**src/design/dths_pkg.sv**
```systemverilog
// shared types, constants and microcode program of the heun step core
`default_nettype none
package dths_pkg;

	localparam int CFG_W     = 31;
	localparam int CFG_IDX_W = 4;
	localparam int STEP_W    = 16;
	localparam int OUT_W     = 31;
	localparam int PC_W      = 6;

	// register indexes of the configuration port
	localparam logic [CFG_IDX_W-1:0] CFG_STALL_ACCEL    = 4'd0;
	localparam logic [CFG_IDX_W-1:0] CFG_ACCEL_SLOPE    = 4'd1;
	localparam logic [CFG_IDX_W-1:0] CFG_SLIP_ACCEL     = 4'd2;
	localparam logic [CFG_IDX_W-1:0] CFG_GRIP_ACCEL     = 4'd3;
	localparam logic [CFG_IDX_W-1:0] CFG_ROLLING_ACCEL  = 4'd4;
	localparam logic [CFG_IDX_W-1:0] CFG_ROLLING_SLOPE  = 4'd5;
	localparam logic [CFG_IDX_W-1:0] CFG_TIME_STEP      = 4'd6;
	localparam logic [CFG_IDX_W-1:0] CFG_AMPS_PER_ACCEL = 4'd7;

	localparam logic [CFG_W-1:0] RST_STALL_ACCEL    = 31'd931400;
	localparam logic [CFG_W-1:0] RST_ACCEL_SLOPE    = 31'd264840;
	localparam logic [CFG_W-1:0] RST_SLIP_ACCEL     = 31'd642689;
	localparam logic [CFG_W-1:0] RST_GRIP_ACCEL     = 31'd449882;
	localparam logic [CFG_W-1:0] RST_ROLLING_ACCEL  = 31'd42847;
	localparam logic [CFG_W-1:0] RST_ROLLING_SLOPE  = 31'd0;
	localparam logic [CFG_W-1:0] RST_TIME_STEP      = 31'd6554;
	localparam logic [CFG_W-1:0] RST_AMPS_PER_ACCEL = 31'd405995;

	typedef struct packed {
		logic [CFG_W-1:0] stall_accel;
		logic [CFG_W-1:0] accel_slope;
		logic [CFG_W-1:0] slip_accel;
		logic [CFG_W-1:0] grip_accel;
		logic [CFG_W-1:0] rolling_accel;
		logic [CFG_W-1:0] rolling_slope;
		logic [CFG_W-1:0] time_step;
		logic [CFG_W-1:0] amps_per_accel;
	} cfg_t;

	typedef struct packed {
		logic [STEP_W-1:0] step_count;
		logic [OUT_W-1:0]  position;
		logic [OUT_W-1:0]  speed;
		logic              slipping;
		logic [OUT_W-1:0]  acceleration;
		logic [OUT_W-1:0]  motor_current;
	} res_t;

	typedef enum logic [3:0] {
		OP_NOP,
		OP_MLO,
		OP_MHI,
		OP_MSAT,
		OP_ADD,
		OP_ADDS,
		OP_ADDH,
		OP_SUB,
		OP_SUBS,
		OP_SLIP,
		OP_CLR
	} op_t;

	typedef enum logic [3:0] {
		A_SPD,
		A_POS,
		A_ACC,
		A_TV,
		A_TAV,
		A_TDR,
		A_TNET,
		A_STALL,
		A_RACC
	} asel_t;

	typedef enum logic [2:0] {
		B_ZERO,
		B_TV,
		B_TAV,
		B_TL,
		B_TNET
	} bsel_t;

	typedef enum logic [1:0] {
		M_SLOPE,
		M_AMPS,
		M_RSLOPE,
		M_DT
	} msel_t;

	typedef enum logic [3:0] {
		D_NONE,
		D_SPD,
		D_POS,
		D_ACC,
		D_CUR,
		D_TV,
		D_TAV,
		D_TDR,
		D_TL,
		D_TNET
	} dst_t;

	typedef enum logic [2:0] {
		J_NEXT,
		J_BRST,
		J_CALL,
		J_RET,
		J_GOTO,
		J_END
	} jmp_t;

	typedef struct packed {
		op_t             op;
		asel_t           asel;
		bsel_t           bsel;
		msel_t           msel;
		dst_t            dst;
		jmp_t            jmp;
		logic [PC_W-1:0] target;
		logic            step_inc;
	} ctl_t;

	// program entry points
	localparam logic [PC_W-1:0] PC_ENTRY   = 6'd0;
	localparam logic [PC_W-1:0] PC_RESTART = 6'd17;
	localparam logic [PC_W-1:0] PC_OUT     = 6'd19;
	localparam logic [PC_W-1:0] PC_ACCEL   = 6'd20;

	localparam ctl_t CW_IDLE = '{op: OP_NOP, asel: A_SPD, bsel: B_ZERO, msel: M_DT,
		dst: D_NONE, jmp: J_NEXT, target: PC_ENTRY, step_inc: 1'b0};

	// width of the multiplier's data operand
	function automatic int calc_aw(input int word_bits);
		return (word_bits - 1 > CFG_W) ? word_bits - 1 : CFG_W;
	endfunction

	// width of the signed datapath words
	function automatic int calc_sw(input int word_bits);
		return ((word_bits > CFG_W + 1) ? word_bits : CFG_W + 1) + 2;
	endfunction

	function automatic ctl_t cw(input op_t op, input asel_t a, input bsel_t b,
			input msel_t m, input dst_t d, input jmp_t j, input logic [PC_W-1:0] t,
			input logic si);
		ctl_t c;
		c.op       = op;
		c.asel     = a;
		c.bsel     = b;
		c.msel     = m;
		c.dst      = d;
		c.jmp      = j;
		c.target   = t;
		c.step_inc = si;
		return c;
	endfunction

	// control store: step body, restart body, result hand-off, accel subroutine
	function automatic ctl_t ucode(input logic [PC_W-1:0] pc);
		ctl_t c;
		c = CW_IDLE;
		unique case (pc)
			6'd0:  c = cw(OP_NOP,  A_SPD,   B_ZERO, M_DT,     D_NONE, J_BRST, PC_RESTART, 1'b0);
			// predictor: vp = v + a*dt
			6'd1:  c = cw(OP_MLO,  A_ACC,   B_ZERO, M_DT,     D_NONE, J_NEXT, PC_ENTRY,   1'b0);
			6'd2:  c = cw(OP_MHI,  A_ACC,   B_ZERO, M_DT,     D_NONE, J_NEXT, PC_ENTRY,   1'b0);
			6'd3:  c = cw(OP_MSAT, A_ACC,   B_ZERO, M_DT,     D_TV,   J_NEXT, PC_ENTRY,   1'b0);
			6'd4:  c = cw(OP_ADDS, A_SPD,   B_TV,   M_DT,     D_TV,   J_CALL, PC_ACCEL,   1'b0);
			// corrector: vn = v + ((a+ap)>>1)*dt
			6'd5:  c = cw(OP_ADDH, A_ACC,   B_TNET, M_DT,     D_TV,   J_NEXT, PC_ENTRY,   1'b0);
			6'd6:  c = cw(OP_MLO,  A_TV,    B_ZERO, M_DT,     D_NONE, J_NEXT, PC_ENTRY,   1'b0);
			6'd7:  c = cw(OP_MHI,  A_TV,    B_ZERO, M_DT,     D_NONE, J_NEXT, PC_ENTRY,   1'b0);
			6'd8:  c = cw(OP_MSAT, A_TV,    B_ZERO, M_DT,     D_TV,   J_NEXT, PC_ENTRY,   1'b0);
			6'd9:  c = cw(OP_ADDS, A_SPD,   B_TV,   M_DT,     D_TV,   J_CALL, PC_ACCEL,   1'b0);
			6'd10: c = cw(OP_ADD,  A_TNET,  B_ZERO, M_DT,     D_ACC,  J_NEXT, PC_ENTRY,   1'b0);
			// position: x + ((v+vn)>>1)*dt
			6'd11: c = cw(OP_ADDH, A_SPD,   B_TV,   M_DT,     D_TAV,  J_NEXT, PC_ENTRY,   1'b0);
			6'd12: c = cw(OP_MLO,  A_TAV,   B_ZERO, M_DT,     D_NONE, J_NEXT, PC_ENTRY,   1'b0);
			6'd13: c = cw(OP_MHI,  A_TAV,   B_ZERO, M_DT,     D_NONE, J_NEXT, PC_ENTRY,   1'b0);
			6'd14: c = cw(OP_MSAT, A_TAV,   B_ZERO, M_DT,     D_TAV,  J_NEXT, PC_ENTRY,   1'b0);
			6'd15: c = cw(OP_ADDS, A_POS,   B_TAV,  M_DT,     D_POS,  J_NEXT, PC_ENTRY,   1'b0);
			6'd16: c = cw(OP_ADD,  A_TV,    B_ZERO, M_DT,     D_SPD,  J_GOTO, PC_OUT,     1'b1);
			// restart
			6'd17: c = cw(OP_CLR,  A_SPD,   B_ZERO, M_DT,     D_NONE, J_CALL, PC_ACCEL,   1'b0);
			6'd18: c = cw(OP_ADD,  A_TNET,  B_ZERO, M_DT,     D_ACC,  J_NEXT, PC_ENTRY,   1'b0);
			6'd19: c = cw(OP_NOP,  A_SPD,   B_ZERO, M_DT,     D_NONE, J_END,  PC_ENTRY,   1'b0);
			// accel subroutine on tv, net result in tnet
			6'd20: c = cw(OP_MLO,  A_TV,    B_ZERO, M_SLOPE,  D_NONE, J_NEXT, PC_ENTRY,   1'b0);
			6'd21: c = cw(OP_MHI,  A_TV,    B_ZERO, M_SLOPE,  D_NONE, J_NEXT, PC_ENTRY,   1'b0);
			6'd22: c = cw(OP_MSAT, A_TV,    B_ZERO, M_SLOPE,  D_TAV,  J_NEXT, PC_ENTRY,   1'b0);
			6'd23: c = cw(OP_SUB,  A_STALL, B_TAV,  M_SLOPE,  D_TAV,  J_NEXT, PC_ENTRY,   1'b0);
			6'd24: c = cw(OP_SLIP, A_TAV,   B_ZERO, M_SLOPE,  D_TDR,  J_NEXT, PC_ENTRY,   1'b0);
			6'd25: c = cw(OP_MLO,  A_TDR,   B_ZERO, M_AMPS,   D_NONE, J_NEXT, PC_ENTRY,   1'b0);
			6'd26: c = cw(OP_MHI,  A_TDR,   B_ZERO, M_AMPS,   D_NONE, J_NEXT, PC_ENTRY,   1'b0);
			6'd27: c = cw(OP_MSAT, A_TDR,   B_ZERO, M_AMPS,   D_CUR,  J_NEXT, PC_ENTRY,   1'b0);
			6'd28: c = cw(OP_MLO,  A_TV,    B_ZERO, M_RSLOPE, D_NONE, J_NEXT, PC_ENTRY,   1'b0);
			6'd29: c = cw(OP_MHI,  A_TV,    B_ZERO, M_RSLOPE, D_NONE, J_NEXT, PC_ENTRY,   1'b0);
			6'd30: c = cw(OP_MSAT, A_TV,    B_ZERO, M_RSLOPE, D_TL,   J_NEXT, PC_ENTRY,   1'b0);
			6'd31: c = cw(OP_ADDS, A_RACC,  B_TL,   M_RSLOPE, D_TL,   J_NEXT, PC_ENTRY,   1'b0);
			6'd32: c = cw(OP_SUBS, A_TDR,   B_TL,   M_RSLOPE, D_TNET, J_RET,  PC_ENTRY,   1'b0);
			default: c = cw(OP_NOP, A_SPD,  B_ZERO, M_DT,     D_NONE, J_END,  PC_ENTRY,   1'b0);
		endcase
		return c;
	endfunction

endpackage
`default_nettype wire

```
**src/design/drivetrain_heun_step_core.sv**
```systemverilog
// top level: one heun step of a motor-driven vehicle with wheel slip per input transaction,
// or a restart when restart is set. one control word issues per cycle, the end word
// holding until the result register is free; the result is valid the cycle after the end
// word is taken. the shared two-pass multiplier (low half, high half, saturate) forms 9
// products per step; a new transaction is accepted only while idle (in_stall low).
// arst_n clears the state, the sequencer and out_valid and loads the register defaults.
`default_nettype none
module drivetrain_heun_step_core #(
	parameter int FRAC_BITS = 16,
	parameter int WORD_BITS = 32
) (
	input  wire                                 clk,
	input  wire                                 arst_n,
	input  wire                                 in_valid,
	output logic                                in_stall,
	input  wire                                 restart,
	output logic                                out_valid,
	input  wire                                 out_stall,
	output logic [dths_pkg::STEP_W-1:0]         step_count,
	output logic [dths_pkg::OUT_W-1:0]          position,
	output logic [dths_pkg::OUT_W-1:0]          speed,
	output logic                                slipping,
	output logic [dths_pkg::OUT_W-1:0]          acceleration,
	output logic [dths_pkg::OUT_W-1:0]          motor_current,
	input  wire                                 cfg_valid,
	output logic                                cfg_ready,
	input  wire [dths_pkg::CFG_IDX_W-1:0]       cfg_index,
	input  wire [dths_pkg::CFG_W-1:0]           cfg_data
);

	dths_pkg::cfg_t cfg;
	dths_pkg::ctl_t ctl;
	dths_pkg::res_t res;
	dths_pkg::res_t res_q;
	logic           out_valid_q;
	logic           out_load;
	logic           slot_free;

	assign cfg_ready = 1'b1;
	assign slot_free = !out_valid_q || !out_stall;

	dths_cfg u_cfg (
		.clk    (clk),
		.arst_n (arst_n),
		.we     (cfg_valid && cfg_ready),
		.index  (cfg_index),
		.data   (cfg_data),
		.cfg    (cfg)
	);

	dths_seq u_seq (
		.clk       (clk),
		.arst_n    (arst_n),
		.in_valid  (in_valid),
		.restart   (restart),
		.slot_free (slot_free),
		.in_stall  (in_stall),
		.ctl       (ctl),
		.out_load  (out_load)
	);

	dths_dp #(
		.FRAC_BITS (FRAC_BITS),
		.WORD_BITS (WORD_BITS)
	) u_dp (
		.clk    (clk),
		.arst_n (arst_n),
		.ctl    (ctl),
		.cfg    (cfg),
		.res    (res)
	);

	always_ff @(posedge clk or negedge arst_n) begin
		if (!arst_n) begin
			out_valid_q <= 1'b0;
		end else if (out_load) begin
			out_valid_q <= 1'b1;
		end else if (!out_stall) begin
			out_valid_q <= 1'b0;
		end
	end

	always_ff @(posedge clk) begin
		if (out_load) res_q <= res;
	end

	assign out_valid     = out_valid_q;
	assign step_count    = res_q.step_count;
	assign position      = res_q.position;
	assign speed         = res_q.speed;
	assign slipping      = res_q.slipping;
	assign acceleration  = res_q.acceleration;
	assign motor_current = res_q.motor_current;

endmodule
`default_nettype wire

```
**src/design/dths_cfg.sv**
```systemverilog
// configuration register file
`default_nettype none
module dths_cfg (
	input  wire                               clk,
	input  wire                               arst_n,
	input  wire                               we,
	input  wire [dths_pkg::CFG_IDX_W-1:0]     index,
	input  wire [dths_pkg::CFG_W-1:0]         data,
	output dths_pkg::cfg_t                    cfg
);

	dths_pkg::cfg_t cfg_q;

	always_ff @(posedge clk or negedge arst_n) begin
		if (!arst_n) begin
			cfg_q.stall_accel    <= dths_pkg::RST_STALL_ACCEL;
			cfg_q.accel_slope    <= dths_pkg::RST_ACCEL_SLOPE;
			cfg_q.slip_accel     <= dths_pkg::RST_SLIP_ACCEL;
			cfg_q.grip_accel     <= dths_pkg::RST_GRIP_ACCEL;
			cfg_q.rolling_accel  <= dths_pkg::RST_ROLLING_ACCEL;
			cfg_q.rolling_slope  <= dths_pkg::RST_ROLLING_SLOPE;
			cfg_q.time_step      <= dths_pkg::RST_TIME_STEP;
			cfg_q.amps_per_accel <= dths_pkg::RST_AMPS_PER_ACCEL;
		end else if (we) begin
			unique case (index)
				dths_pkg::CFG_STALL_ACCEL:    cfg_q.stall_accel    <= data;
				dths_pkg::CFG_ACCEL_SLOPE:    cfg_q.accel_slope    <= data;
				dths_pkg::CFG_SLIP_ACCEL:     cfg_q.slip_accel     <= data;
				dths_pkg::CFG_GRIP_ACCEL:     cfg_q.grip_accel     <= data;
				dths_pkg::CFG_ROLLING_ACCEL:  cfg_q.rolling_accel  <= data;
				dths_pkg::CFG_ROLLING_SLOPE:  cfg_q.rolling_slope  <= data;
				dths_pkg::CFG_TIME_STEP:      cfg_q.time_step      <= data;
				dths_pkg::CFG_AMPS_PER_ACCEL: cfg_q.amps_per_accel <= data;
				default: ;
			endcase
		end
	end

	assign cfg = cfg_q;

endmodule
`default_nettype wire

```
**src/design/dths_mul.sv**
```systemverilog
// two-pass fixed-point multiplier with truncation and saturation
`default_nettype none
module dths_mul #(
	parameter int FRAC_BITS = 16,
	parameter int WORD_BITS = 32
) (
	input  wire                                              clk,
	input  wire                                              lo_en,
	input  wire                                              hi_en,
	input  wire [dths_pkg::calc_aw(WORD_BITS)-1:0]           a,
	input  wire [dths_pkg::CFG_W-1:0]                        b,
	output logic signed [dths_pkg::calc_sw(WORD_BITS)-1:0]   prod
);

	localparam int AW    = dths_pkg::calc_aw(WORD_BITS);
	localparam int SW    = dths_pkg::calc_sw(WORD_BITS);
	localparam int BW    = dths_pkg::CFG_W;
	localparam int HW    = (AW + 1) / 2;
	localparam int UW    = AW - HW;
	localparam int LO_PW = HW + BW;
	localparam int HI_PW = UW + BW;
	localparam int FW    = AW + BW + 1;
	localparam logic [FW-1:0] VMAX_F = {{(FW-WORD_BITS+1){1'b0}}, {(WORD_BITS-1){1'b1}}};

	logic [LO_PW-1:0] pp_lo_q;
	logic [HI_PW-1:0] pp_hi_q;
	logic [FW-1:0]    full;
	logic [FW-1:0]    shifted;

	// low half first, high half on the next control step
	always_ff @(posedge clk) begin
		if (lo_en) begin
			pp_lo_q <= LO_PW'(a[HW-1:0]) * LO_PW'(b);
		end
		if (hi_en) begin
			pp_hi_q <= HI_PW'(a[AW-1:HW]) * HI_PW'(b);
		end
	end

	always_comb begin
		full    = (FW'(pp_hi_q) << HW) + FW'(pp_lo_q);
		shifted = full >> FRAC_BITS;
		if (shifted > VMAX_F) begin
			prod = $signed(VMAX_F[SW-1:0]);
		end else begin
			prod = $signed(shifted[SW-1:0]);
		end
	end

endmodule
`default_nettype wire

```
**src/design/dths_dp.sv**
```systemverilog
// datapath: state and scratch registers, alu, slip logic, shared multiplier
`default_nettype none
module dths_dp #(
	parameter int FRAC_BITS = 16,
	parameter int WORD_BITS = 32
) (
	input  wire             clk,
	input  wire             arst_n,
	input  dths_pkg::ctl_t  ctl,
	input  dths_pkg::cfg_t  cfg,
	output dths_pkg::res_t  res
);

	localparam int AW    = dths_pkg::calc_aw(WORD_BITS);
	localparam int SW    = dths_pkg::calc_sw(WORD_BITS);
	localparam int CW    = dths_pkg::CFG_W;
	localparam int OW    = dths_pkg::OUT_W;
	localparam int STW   = dths_pkg::STEP_W;
	localparam logic signed [SW-1:0] VMAX    = {{(SW-WORD_BITS+1){1'b0}}, {(WORD_BITS-1){1'b1}}};
	localparam logic signed [SW-1:0] OUT_LIM = {{(SW-OW){1'b0}}, {OW{1'b1}}};

	function automatic logic signed [SW-1:0] ext(input logic [CW-1:0] v);
		return $signed({{(SW-CW){1'b0}}, v});
	endfunction

	function automatic logic signed [SW-1:0] sat_v(input logic signed [SW-1:0] x);
		logic signed [SW-1:0] r;
		if (x > VMAX) begin
			r = VMAX;
		end else if (x < $signed({SW{1'b0}})) begin
			r = '0;
		end else begin
			r = x;
		end
		return r;
	endfunction

	function automatic logic [OW-1:0] clip(input logic signed [SW-1:0] x);
		logic [OW-1:0] r;
		if (x > OUT_LIM) begin
			r = '1;
		end else begin
			r = x[OW-1:0];
		end
		return r;
	endfunction

	logic signed [SW-1:0] spd_q, pos_q, acc_q, cur_q;
	logic                 slip_q;
	logic [STW-1:0]       step_q;
	logic signed [SW-1:0] tv_q, tav_q, tdr_q, tl_q, tnet_q;

	logic signed [SW-1:0] a_bus, b_bus, sum, diff, prod, wb, drive;
	logic [AW-1:0]        mul_a;
	logic [CW-1:0]        mul_b;
	logic                 wr_en, slip_n;

	always_comb begin
		unique case (ctl.asel)
			dths_pkg::A_SPD:   a_bus = spd_q;
			dths_pkg::A_POS:   a_bus = pos_q;
			dths_pkg::A_ACC:   a_bus = acc_q;
			dths_pkg::A_TV:    a_bus = tv_q;
			dths_pkg::A_TAV:   a_bus = tav_q;
			dths_pkg::A_TDR:   a_bus = tdr_q;
			dths_pkg::A_TNET:  a_bus = tnet_q;
			dths_pkg::A_STALL: a_bus = ext(cfg.stall_accel);
			dths_pkg::A_RACC:  a_bus = ext(cfg.rolling_accel);
			default:           a_bus = '0;
		endcase
	end

	always_comb begin
		unique case (ctl.bsel)
			dths_pkg::B_ZERO: b_bus = '0;
			dths_pkg::B_TV:   b_bus = tv_q;
			dths_pkg::B_TAV:  b_bus = tav_q;
			dths_pkg::B_TL:   b_bus = tl_q;
			dths_pkg::B_TNET: b_bus = tnet_q;
			default:          b_bus = '0;
		endcase
	end

	always_comb begin
		unique case (ctl.msel)
			dths_pkg::M_SLOPE:  mul_b = cfg.accel_slope;
			dths_pkg::M_AMPS:   mul_b = cfg.amps_per_accel;
			dths_pkg::M_RSLOPE: mul_b = cfg.rolling_slope;
			dths_pkg::M_DT:     mul_b = cfg.time_step;
			default:            mul_b = '0;
		endcase
	end

	// a negative operand multiplies as zero, so a negative drive yields zero current
	assign mul_a = a_bus[SW-1] ? '0 : a_bus[AW-1:0];

	dths_mul #(
		.FRAC_BITS (FRAC_BITS),
		.WORD_BITS (WORD_BITS)
	) u_mul (
		.clk   (clk),
		.lo_en (ctl.op == dths_pkg::OP_MLO),
		.hi_en (ctl.op == dths_pkg::OP_MHI),
		.a     (mul_a),
		.b     (mul_b),
		.prod  (prod)
	);

	assign sum  = a_bus + b_bus;
	assign diff = a_bus - b_bus;

	// slip hysteresis on the available force held in tav
	always_comb begin
		priority if (tav_q > ext(cfg.slip_accel)) begin
			slip_n = 1'b1;
		end else if (tav_q < ext(cfg.grip_accel)) begin
			slip_n = 1'b0;
		end else begin
			slip_n = slip_q;
		end
		drive = slip_n ? ext(cfg.grip_accel) : tav_q;
	end

	always_comb begin
		wr_en = 1'b1;
		unique case (ctl.op)
			dths_pkg::OP_MSAT: wb = prod;
			dths_pkg::OP_ADD:  wb = sum;
			dths_pkg::OP_ADDS: wb = sat_v(sum);
			dths_pkg::OP_ADDH: wb = sum >>> 1;
			dths_pkg::OP_SUB:  wb = diff;
			dths_pkg::OP_SUBS: wb = sat_v(diff);
			dths_pkg::OP_SLIP: wb = drive;
			default: begin
				wb    = '0;
				wr_en = 1'b0;
			end
		endcase
	end

	always_ff @(posedge clk or negedge arst_n) begin
		if (!arst_n) begin
			spd_q  <= '0;
			pos_q  <= '0;
			acc_q  <= '0;
			cur_q  <= '0;
			slip_q <= 1'b0;
			step_q <= '0;
		end else if (ctl.op == dths_pkg::OP_CLR) begin
			spd_q  <= '0;
			pos_q  <= '0;
			slip_q <= 1'b0;
			step_q <= '0;
		end else begin
			if (wr_en && ctl.dst == dths_pkg::D_SPD) spd_q <= wb;
			if (wr_en && ctl.dst == dths_pkg::D_POS) pos_q <= wb;
			if (wr_en && ctl.dst == dths_pkg::D_ACC) acc_q <= wb;
			if (wr_en && ctl.dst == dths_pkg::D_CUR) cur_q <= wb;
			if (ctl.op == dths_pkg::OP_SLIP) slip_q <= slip_n;
			if (ctl.step_inc && step_q != '1) step_q <= step_q + STW'(1);
		end
	end

	always_ff @(posedge clk) begin
		if (ctl.op == dths_pkg::OP_CLR) begin
			tv_q <= '0;
		end else if (wr_en && ctl.dst == dths_pkg::D_TV) begin
			tv_q <= wb;
		end
		if (wr_en && ctl.dst == dths_pkg::D_TAV)  tav_q  <= wb;
		if (wr_en && ctl.dst == dths_pkg::D_TDR)  tdr_q  <= wb;
		if (wr_en && ctl.dst == dths_pkg::D_TL)   tl_q   <= wb;
		if (wr_en && ctl.dst == dths_pkg::D_TNET) tnet_q <= wb;
	end

	always_comb begin
		res.step_count    = step_q;
		res.position      = clip(pos_q);
		res.speed         = clip(spd_q);
		res.slipping      = slip_q;
		res.acceleration  = clip(acc_q);
		res.motor_current = clip(cur_q);
	end

endmodule
`default_nettype wire

```
**src/design/dths_seq.sv**
```systemverilog
// microcode sequencer: program counter, return register, entry dispatch
`default_nettype none
module dths_seq (
	input  wire             clk,
	input  wire             arst_n,
	input  wire             in_valid,
	input  wire             restart,
	input  wire             slot_free,
	output logic            in_stall,
	output dths_pkg::ctl_t  ctl,
	output logic            out_load
);

	localparam int PW = dths_pkg::PC_W;

	logic          busy_q;
	logic          restart_q;
	logic [PW-1:0] pc_q;
	logic [PW-1:0] ret_q;
	dths_pkg::ctl_t cw;

	assign cw       = dths_pkg::ucode(pc_q);
	assign in_stall = busy_q;
	assign ctl      = busy_q ? cw : dths_pkg::CW_IDLE;
	assign out_load = busy_q && (cw.jmp == dths_pkg::J_END) && slot_free;

	always_ff @(posedge clk or negedge arst_n) begin
		if (!arst_n) begin
			busy_q    <= 1'b0;
			restart_q <= 1'b0;
			pc_q      <= dths_pkg::PC_ENTRY;
			ret_q     <= dths_pkg::PC_ENTRY;
		end else if (!busy_q) begin
			if (in_valid) begin
				busy_q    <= 1'b1;
				restart_q <= restart;
				pc_q      <= dths_pkg::PC_ENTRY;
			end
		end else begin
			unique case (cw.jmp)
				dths_pkg::J_NEXT: pc_q <= pc_q + PW'(1);
				dths_pkg::J_BRST: pc_q <= restart_q ? cw.target : pc_q + PW'(1);
				dths_pkg::J_CALL: begin
					ret_q <= pc_q + PW'(1);
					pc_q  <= cw.target;
				end
				dths_pkg::J_RET:  pc_q <= ret_q;
				dths_pkg::J_GOTO: pc_q <= cw.target;
				dths_pkg::J_END: begin
					// hold here until the result register can take the transaction
					if (slot_free) busy_q <= 1'b0;
				end
				default: busy_q <= 1'b0;
			endcase
		end
	end

endmodule
`default_nettype wire

```
**config.mk**
```make
export PLATFORM = sky130hd
export DESIGN_NAME = drivetrain_heun_step_core
export DESIGN_NICKNAME = d
export VERILOG_FILES = /design/src/design/dths_pkg.sv /design/src/design/drivetrain_heun_step_core.sv /design/src/design/dths_cfg.sv /design/src/design/dths_mul.sv /design/src/design/dths_dp.sv /design/src/design/dths_seq.sv
export SDC_FILE = /design/constraint.sdc
export NUM_CORES = 2
export LEC_CHECK = 0
export ABC_AREA = 1
export BUFFER_PORTS_ARGS = -buffer_cell sky130_fd_sc_hd__buf_2
export CAP_MARGIN = 25
export CORE_ASPECT_RATIO = 1.2
export CORE_MARGIN = 4
export CORE_UTILIZATION = 40
export CTS_CLUSTER_SIZE = 40
export DETAILED_ROUTE_END_ITERATION = 6
export GPL_TIMING_DRIVEN = 0
export PLACE_DENSITY = 0.65
export SLEW_MARGIN = 10
export SYNTH_ARGS = -nofsm -noshare
export SYNTH_HDL_FRONTEND = slang
export SYNTH_SLANG_ARGS = --single-unit
```
**constraint.sdc**
```tcl
create_clock -name clk -period 16 [get_ports clk]
set_clock_uncertainty 0.05 [all_clocks]
set_input_delay 3.2 -clock clk [delete_from_list [all_inputs] [get_ports clk]]
set_output_delay 3.2 -clock clk [all_outputs]
set_load 0.05 [all_outputs]
```
==> flow_summary.json <==
{
  "period_share_pct": 80.4,
  "cts_made_buffers": 87,
  "status": "completed",
  "finalSetupViolations": 0,
  "grt.overflow.total": 0,
  "grt_setup_unrepaired": "false",
  "layout-drive-gt1-share_pct": 7.82,
  "synth_common_cells": "nand2_1, inv_1, nor2_1, fa_1, o21ai_0",
  "synth-seq-cells": 804,
  "cts_tree": "built",
  "syn-num-nets": 10100,
  "synth_top_area_share_pct": 21.3,
  "hold_path_class": "flip-flop to flip-flop",
  "wl_per_cell_um": 25.4,
  "synthToLayoutAreaGrowth_pct": 10.9,
  "slew_violations": 0,
  "postCtsHoldBufs": 0,
  "core_area_um2": 182000,
  "synthTopCellsByArea": "fa_1, edfxtp_1, dfrtp_1",
  "place.gp.congestion": 1.02,
  "hold_viol_final": 0,
  "tightest_slew_ps": 1250,
  "yosys.cell_count.top_type": "nand2_1",
  "grt_max_degree": 108,
  "htreeDepth": 3,
  "cts.sinks": 804,
  "grt_pass1_wl_mm": 434,
  "cp.required_ps": 16390,
  "first_pass_iters": 6,
  "setup_tns_ps": 0,
  "critical_path_class": "flip-flop to flip-flop",
  "io_buffer_count": 182,
  "vias": 64500,
  "syn_area_um2": 73400,
  "drt-initial-drc-count": 6010,
  "synthArstFlopShare_pct": 51.7,
  "worstPathMaxFanout": 10,
  "synthCells": 8855,
  "final_antenna_net_count": 0,
  "root_buffer": "clkbuf_16",
  "start_util_pct": 40.4,
  "post_cts_buffers": 0,
  "clock_path_buffers": 3,
  "synth_edf_count": 354,
  "slew_headroom_pct": 16.6,
  "ys_seq_area_share_pct": 29.7,
  "layout_min_cycle_time_ps": 12860,
  "fp.dieArea_um2": 190000,
  "clk_latency_ps": 720,
  "crit_end": "u_dp.u_mul.pp_lo_q[27]",
  "dieWidth_um": 399,
  "grt_use_total_pct": 31.1,
  "rows": 171,
  "fmax_ghz": 0.0778,
  "start_kind": "flip-flop",
  "grt_pass1_vias": 65700,
  "yosys.area.top_type": "fa_1",
  "antenna_found_initial": 9,
  "yosysWarnings": 0,
  "nets": 10400,
  "crit_slowest_cell": "nor3_1",
  "via_per_inst": 5.51,
  "rrSetupSlack_ps": 3140,
  "arrival_ps": 13240,
  "r2r_start": "u_seq.pc_q[0]",
  "postCtsResizedCells": 0,
  "synth_cell_types": 66,
  "cap_violations": 0,
  "crit_path_end_kind": "flip-flop",
  "drc": 0,
  "synth_ff_type": "edfxtp_1",
  "wl_mm": 298,
  "die_h_um": 477,
  "syn_area_per_cell_um2": 8.29,
  "r2r-end": "u_dp.u_mul.pp_lo_q[27]",
  "ios": 185,
  "clk_pin_slew_ps": 70,
  "reg2reg_depth": 35,
  "dpl.hpwl_mm": 245,
  "crit_path_max_incr_delay_ps": 780,
  "startpoint": "u_seq.pc_q[0]"
}
[logic make-up (layout without fill, tap and decap cells)]
group / count (synthesis) / count (layout) / synth area share, %
buf+inv: 1979 / 2399 / 10.3
simple gates: 3369 / 3369 / 19.3
compound gates: 1361 / 1361 / 10.6
fa+ha+maj: 1178 / 1178 / 28.1
flops: 804 / 804 / 29.7
xor+xnor: 163 / 163 / 2.02
other cells: 1 / 9 / 0.00511
[critical path: cells and delay by family (launching register included)]
kind	cells	cell delay [ps]
buf+inv	10	2840
simple gates	15	4300
xor+xnor	1	540
flops	1	530
compound gates	1	190
fa+ha+maj	8	4020
[state kept, by name (all words and copies together) (netlist names), 34 cells and up]
name	flops
u_dp.tnet_q	34
u_dp.pos_q	34
u_dp.tdr_q	34
u_dp.tl_q	34
u_dp.tav_q	34
u_dp.acc_q	34
u_dp.tv_q	34
u_dp.spd_q	34
u_dp.u_mul.pp_hi_q	46
u_cfg.cfg	248
u_dp.cur_q	34
[layout make-up]
cell class / count / area [um2]
inverters: 1605 / 6020
flip-flops and latches: 804 / 21800
clock inverters: 45 / 515
plain buffers: 374 / 1550
clock buffers: 118 / 2440
well taps: 2422 / 3030
diodes: 8 / 20.0
repair buffers: 257 / 1760
multi-input cells: 6072 / 44200
fillers: 18000 / 100000
[cell usage in the layout, fill, tap and decap left out, types with 29 or more instances in the layout]
cell type and instances:
a21oi_1 322, a221oi_1 54, a31oi_1 45, buf_2 269, buf_4 48, clkbuf_1 286, clkbuf_16 90, dfrtp_1 352
dfstp_2 64, dfxtp_1 34, edfxtp_1 354, fa_1 781, ha_1 397, inv_1 1556, inv_2 29, nand2_1 1839
nand3_1 286, nand3_2 40, nand4_1 39, nor2_1 979, nor3_1 54, o211ai_1 32, o21ai_0 598, o21ai_1 85
o22ai_1 43, xnor2_1 51, xor2_1 109
[how the worst min path moves through the flow]
stage	startpoint	endpoint	slack, ps	cells past startpoint
2_1_floorplan	u_dp.cur_q[31]	u_dp.cur_q[31]	390	2
3_3_place_gp	u_cfg.cfg[29]	u_cfg.cfg[29]	410	2
3_5_place_dp	u_dp.cur_q[31]	u_dp.cur_q[31]	410	2
4_1_cts	u_dp.cur_q[31]	u_dp.cur_q[31]	430	2
5_1_grt	u_cfg.cfg[20]	u_cfg.cfg[20]	450	2
6_report	u_cfg.cfg[23]	u_cfg.cfg[23]	430	2
[metrics by stage]
step                      setup slack (ps)  hold WS [ps]  cells  util (%)  instance area [um2]
after floorplan                       5260           394   8855         -                73400
after global placement                2790           411  11500      42.6                77300
after detailed placement              3480           413  11500      43.1                78300
after CTS                             3440           429  11700      44.8                81300
after global routing                  2810           445  11700      44.8                81300
final                                 3140           429  11700      44.8                81300
[layer usage]
metal,part of all wire [%],global-route usage (%),wire length [um],vias up
li1,-,-,-,28600
met1,35,35.7,105000,31500
met3,8.5,5.62,25300,1004
met5,0.017,0,52,-
met2,45,50.0,135000,3303
met4,11,26.7,32500,8
Power is left out: the tool's default activity adds up to more than one toggle a clock period on the data nets, which glitch-free logic cannot reach.
